**src/sv/bsp_pkg.sv**
```systemverilog
// Shared types and constants for the bit stream packer.
// Holds the item field layout, op codes, controller states and the
// command/status structs between controller and datapath. No dependencies.
package bsp_pkg;

    localparam int OP_W   = 2;
    localparam int CNT_W  = 4;
    localparam int DATA_W = 8;
    localparam int POS_W  = 15;
    localparam int CAP_W  = 15;

    localparam logic [CAP_W-1:0] CAP_RESET = 15'd9600;
    localparam logic [CNT_W-1:0] MAX_COUNT = 4'd8;

    // Input item layout in s_tdata, lowest field first
    localparam int S_TDATA_W = 32;
    localparam int OP_LSB    = 0;
    localparam int CNT_LSB   = OP_LSB + OP_W;
    localparam int WDATA_LSB = CNT_LSB + CNT_W;
    localparam int NPOS_LSB  = WDATA_LSB + DATA_W;

    // Result item layout in m_tdata, lowest field first
    localparam int M_TDATA_W = 24;

    localparam logic [OP_W-1:0] OP_WRITE = 2'd0;
    localparam logic [OP_W-1:0] OP_READ  = 2'd1;
    localparam logic [OP_W-1:0] OP_SEEK  = 2'd2;

    typedef enum logic [1:0] {
        ST_IDLE,
        ST_LO,
        ST_HI,
        ST_DONE
    } state_t;

    typedef struct packed {
        logic load_item;  // capture the accepted item
        logic rd_en;      // launch a store read
        logic rd_hi;      // read the byte after the current one
        logic wr_lo;      // write back the current byte
        logic wr_hi;      // write the spill byte
        logic load_out;   // commit result and position
    } cmd_t;

    typedef struct packed {
        logic need_hi;    // access crosses into the next byte
        logic out_free;   // output register can take a result
    } sts_t;

endpackage

```
**src/sv/bsp_ctrl.sv**
```systemverilog
// Controller for the bit stream packer: sequences the store accesses of
// one item and hands the result to the output register.
// Depends on bsp_pkg.
module bsp_ctrl (
    input  logic           aclk,
    input  logic           aresetn,
    input  logic           s_tvalid,
    output logic           s_tready,
    input  bsp_pkg::sts_t  sts,
    output bsp_pkg::cmd_t  cmd
);

    bsp_pkg::state_t state_reg;
    bsp_pkg::state_t state_next;

    always_ff @(posedge aclk) begin
        if (!aresetn) begin
            state_reg <= bsp_pkg::ST_IDLE;
        end else begin
            state_reg <= state_next;
        end
    end

    always_comb begin
        state_next = state_reg;
        cmd        = '0;
        s_tready   = 1'b0;
        case (state_reg)
            bsp_pkg::ST_IDLE: begin
                s_tready = 1'b1;
                if (s_tvalid) begin
                    // fetch the current byte while the item is captured
                    cmd.load_item = 1'b1;
                    cmd.rd_en     = 1'b1;
                    state_next    = bsp_pkg::ST_LO;
                end
            end
            bsp_pkg::ST_LO: begin
                cmd.wr_lo = 1'b1;
                if (sts.need_hi) begin
                    cmd.rd_en  = 1'b1;
                    cmd.rd_hi  = 1'b1;
                    state_next = bsp_pkg::ST_HI;
                end else if (sts.out_free) begin
                    cmd.load_out = 1'b1;
                    state_next   = bsp_pkg::ST_IDLE;
                end else begin
                    state_next = bsp_pkg::ST_DONE;
                end
            end
            bsp_pkg::ST_HI: begin
                cmd.wr_hi = 1'b1;
                if (sts.out_free) begin
                    cmd.load_out = 1'b1;
                    state_next   = bsp_pkg::ST_IDLE;
                end else begin
                    state_next = bsp_pkg::ST_DONE;
                end
            end
            bsp_pkg::ST_DONE: begin
                // hold until the output register frees up
                if (sts.out_free) begin
                    cmd.load_out = 1'b1;
                    state_next   = bsp_pkg::ST_IDLE;
                end
            end
            default: begin
                state_next = bsp_pkg::ST_IDLE;
            end
        endcase
    end

endmodule

```
**config.mk**
```make
export PLATFORM = sky130hd
export DESIGN_NAME = bsp_ctrl
export DESIGN_NICKNAME = d
export VERILOG_FILES = /design/src/sv/bsp_pkg.sv /design/src/sv/bsp_ctrl.sv
export SDC_FILE = /design/constraint.sdc
export NUM_CORES = 1
export LEC_CHECK = 0
export BUFFER_PORTS_ARGS = -buffer_cell sky130_fd_sc_hd__buf_4
export CAP_MARGIN = 20
export CORE_AREA = 2 2 39 41
export DETAILED_ROUTE_END_ITERATION = 6
export DIE_AREA = 0 0 41 43
export PLACE_DENSITY = 0.33
export SLEW_MARGIN = 0
export SYNTH_ARGS = -nofsm -noshare
export SYNTH_HDL_FRONTEND = slang
export SYNTH_SLANG_ARGS = --single-unit
export TNS_END_PERCENT = 30
```
**constraint.sdc**
```tcl
create_clock -name aclk -period 1.6 [get_ports aclk]
set_input_delay 0.32 -clock aclk [delete_from_list [all_inputs] [get_ports aclk]]
set_output_delay 0.32 -clock aclk [all_outputs]
set_load 0.01 [all_outputs]
```
### Word level (Yosys, flattened, before mapping)

Cells that the tools add are included.

| operators by class | value |
|---|---|
| div/mod/pow operators | 0 |
| order comparisons | 0 |
| $add $sub $neg | 0 |
| muxes and demuxes | 15 |
| equality and inequality tests | 5 |
| multiply operators | 0 |
| bitwise logic cells | 0 |
| reduce and logical (&&, ||, !) cells | 3 |
| shifts and indexed selects | 0 |

Operators by type and width:

| kind | count |
|---|---|
| 2-bit 2-to-1 mux | 7 |
| 2-bit one-hot mux with 4 select lines | 1 |
| 1-bit 2-to-1 mux | 5 |
| 2-bit equality test (second input constant) | 2 |
| 2-bit != test (second input constant) | 2 |
| 1-bit one-hot mux with 2 select lines | 2 |
| 2-bit by 1-bit equality test with 1-bit output (second input constant) | 1 |
| 2-bit zero test | 1 |
| 2-bit AND reduction | 1 |
| 2-bit OR reduction | 1 |

| storage, ports and cells | value |
|---|---|
| register bits after elaboration | 2 |
| latch bits | 0 |
| output and inout bits | 7 |
| memory bits (writable) | 0 |
| ROM bits | 0 |
| input bits | 5 |
| memories kept | 0 |
| word-level logic and storage cells | 24 |

### Depth between registers and ports, before layout

| logic depth | value |
|---|---|
| word-level depth | 3 |
| depth in mapped cells | 3 |

### Least setup slack after synthesis

No wires, ideal clock.

| path | value |
|---|---|
| path type | reg-to-output |
| from | register state_reg[0] |
| to | output port cmd[3] in the netlist's numbering |
| setup slack | 497 ps |
| stages on the path, launching flop included | 3 |
| data arrival time | 783 ps |
| cells stage by stage | dfxtp_1 > nor2b_2 > and2_1 |

RTL lines:

| element | line | source |
|---|---|---|
| start: declaration | bsp_ctrl.sv:13 | `bsp_pkg::state_t state_reg;` |
| start signal: assignment | bsp_ctrl.sv:18 | `state_reg <= bsp_pkg::ST_IDLE;` |
| start signal: assignment | bsp_ctrl.sv:20 | `state_reg <= state_next;` |
| end: declaration | bsp_ctrl.sv:10 | `output bsp_pkg::cmd_t cmd` |

==> results by group <==
Global routing
  • Met1 GRT Util: 0.0669
  • Grt peak-use layer: met1
  • Largest net degree at the start of global routing: 7
  • Global-route wire length before repair: about 590 µm
  • Initial antenna violation count: 0
  • Met2 Usage GRT: 0.0531
  • GRT overflow: 0
  • Total GRT Usage: 0.0561
  • Vias in the first global route: ~160
  • Grt met3 use: 0.0471

Yosys
  • Post-synth top flop: dfxtp_1
  • Syn_nets: 21
  • Register area share after synthesis: 0.299
  • Dominant cells by area after synthesis: dfxtp_1 30%, nor2b_1 9.3%, mux2i_1 7.5%
  • FF+latch count, synth: 2
  • Post-synthesis adder-cell area fraction: 0
  • Multiplexer area fraction after synthesis: 0.0748
  • Syn Area/Cell: ~8.4 µm²
  • Synth async-reset ratio: 0
  • Largest family of logic cells by synthesized area: simple AND/OR/NAND/NOR gates
  • XOR/XNOR Fraction of Synth Area: 0
  • Leading area contributor after synthesis: dfxtp_1
  • Compound-Gate Fraction of Synth Area: 0.140
  • Ys Warns: 0
  • Most common library cells after synthesis: 2 x dfxtp_1, 2 x nor2b_1
  • Post-synth EDFFs: 0
  • Yosys top cell area share: 0.299
  • Synth Area in Simple Gates: 0.458
  • Unique masters post-synth: 14
  • Mapped Area: 134 µm²
  • Syn Inst Count: 16

Place
  • Placed instance area: ~240 µm²
  • IO buf count: 11
  • Final RePlAce weighted congestion: 0.603

Timing
  • Worst Clk Skew: ~0.00039 ns
  • RSZ-0062 raised after global routing: no
  • Tightest Pin Transition: 0.215 ns
  • Setup Viol. Count Final: 0
  • Fin crit share: 0.879
  • Fin crit period: 1.41 ns
  • Fmax: 711 MHz
  • Final Hold Viols: 0
  • Fin. max-slew vios: 0
  • Slew margin rel.: 0.856
  • Fin Hold WS: 0.336 ns
  • Final setup TNS: 0 ns

Layout
  • Multi-input gate area: roughly 90 µm²
  • Layout Cell Area excl Fill: between 200 and 300 µm²
  • Final nets: 37
  • Synth-to-Final Area Change: 93.5%
  • Post-layout util: 0.187
  • Number of flip-flops in the largest register: 2
  • Reg area: around 40 µm²
  • Share of cells above drive strength 1: 0.567
  • Ant. Diodes: 0
  • Fillcell total: 162

Critical path
  • Path type of the worst setup path: register to primary output
  • Max incr delay on CP: approximately 0.42 ns
  • CP required: around 1.3 ns
  • Crit-path max FO: 5
  • Worst path slowest cell: dfxtp_1
  • Crit-path cells: nor2b_2 -> and2_1 -> buf_4
  • Crit end category: primary output
  • CP startpoint kind: register
  • Worst Path Arrival: 1.09 ns
  • Crit path buf inv count: 1
  • CP delay by family, top: flip-flops

Power and ir drop
  • VDD IR-drop max: approximately 0.00033 V
  • Power per cell area: approximately 950 nW/µm²
  • Leak pwr: around 0.00013 µW

Route
  • Drt pass-1 iters: 2
  • Routed vias: approximately 150
  • Initial DRC count: 2
  • DRT Wirelength: 399 µm
  • DRC: 0
  • DRT antenna net count: 0
  • Routed WL per cell: 8.67 µm
  • Via density: ~3.3

Floorplanning
  • Die height: approximately 43 µm
  • CORE AREA: about 1400 µm²
  • Cell Rows: 14
  • Initial core utilization: 0.0967
  • I/O pins: 12
  • Die width: just over 40 µm
  • Full die area: 1760 µm²

Clocking
  • H-tree Lvls: 1
  • CTS root buf: clkbuf_4
  • Hold-fix buffers, CTS: 0
  • CTS Buf Count: 3
  • CTS tree: done
  • Setup Buffers After CTS: 0
  • Clock Tree Buf Depth: 2
  • Worst-Skew Late Latency: around 0.22 ns
  • Post-cts sizing count: 0
  • CTS Sinks: 2
  • Clock-pin slew on the worst setup and hold paths: ~0.030 ns

Min path
  • Worst Hold Class: input pin to register

Outcome
  • Outcome: finished clean

Run
  • Max Cap Violations: 0
[layer usage]
layer | vias to the layer above | share of wire | wire length [µm]
met2 | 8 | 0.42 | 168
li1 | 81 | - | -
met4 | 0 | 0 | 0
met3 | 0 | 0.093 | 37
met1 | 64 | 0.48 | 193
met5 | - | 0 | 0
[metrics by stage]
step | worst slack, ns | power [µW] | instances
detailed placement | 0.423 | 139 | 43
global route | 0.110 | 273 | 46
global placement | 0.437 | 139 | 43
CTS | 0.179 | 257 | 46
finish | 0.194 | 247 | 46
floorplan | 0.497 | 98.3 | 16
[report_power, final]
group          internal, µW  switching, µW
Sequential             55.1           7.88
Combinational          44.2           30.3
Clock                  82.5           26.7
Total                   182           64.9
[layout by cell type (no fill, tap or decap), drive strengths merged]
cell type	n
clkbuf	3
and3b	1
o2bb2ai	1
inv	1
nand2b	1
buf	11
nor2	2
nor2b	3
and2	2
a21oi	1
mux2i	1
o21ai	1
dfxtp	2
[area by class of cell]
cell class / count / share of cell area
Timing Repair Buffer: 11 / 0.319
Tap cell: 16 / 0.0773
Multi-Input combinational cell: 13 / 0.348
Sequential cell: 2 / 0.155
Inverter: 1 / 0.0145
Clock buffer: 3 / 0.0870
[cell families after synthesis]
group / count (synthesis)
simple gates: 9
compound gates: 3
flops: 2
mux: 1
buf+inv: 1
[final timing paths]
path / startpoint / end / slack, ns / cells past startpoint
worst min-delay path: aresetn / state_reg[0] / 0.34 / 2
worst max-delay path: state_reg[0] / cmd[3] / 0.19 / 3
worst min register to register: state_reg[1] / state_reg[0] / 0.67 / 2
worst max register to register: state_reg[0] / state_reg[0] / 0.71 / 3
Note: power is estimated with default switching activity, not from simulation.
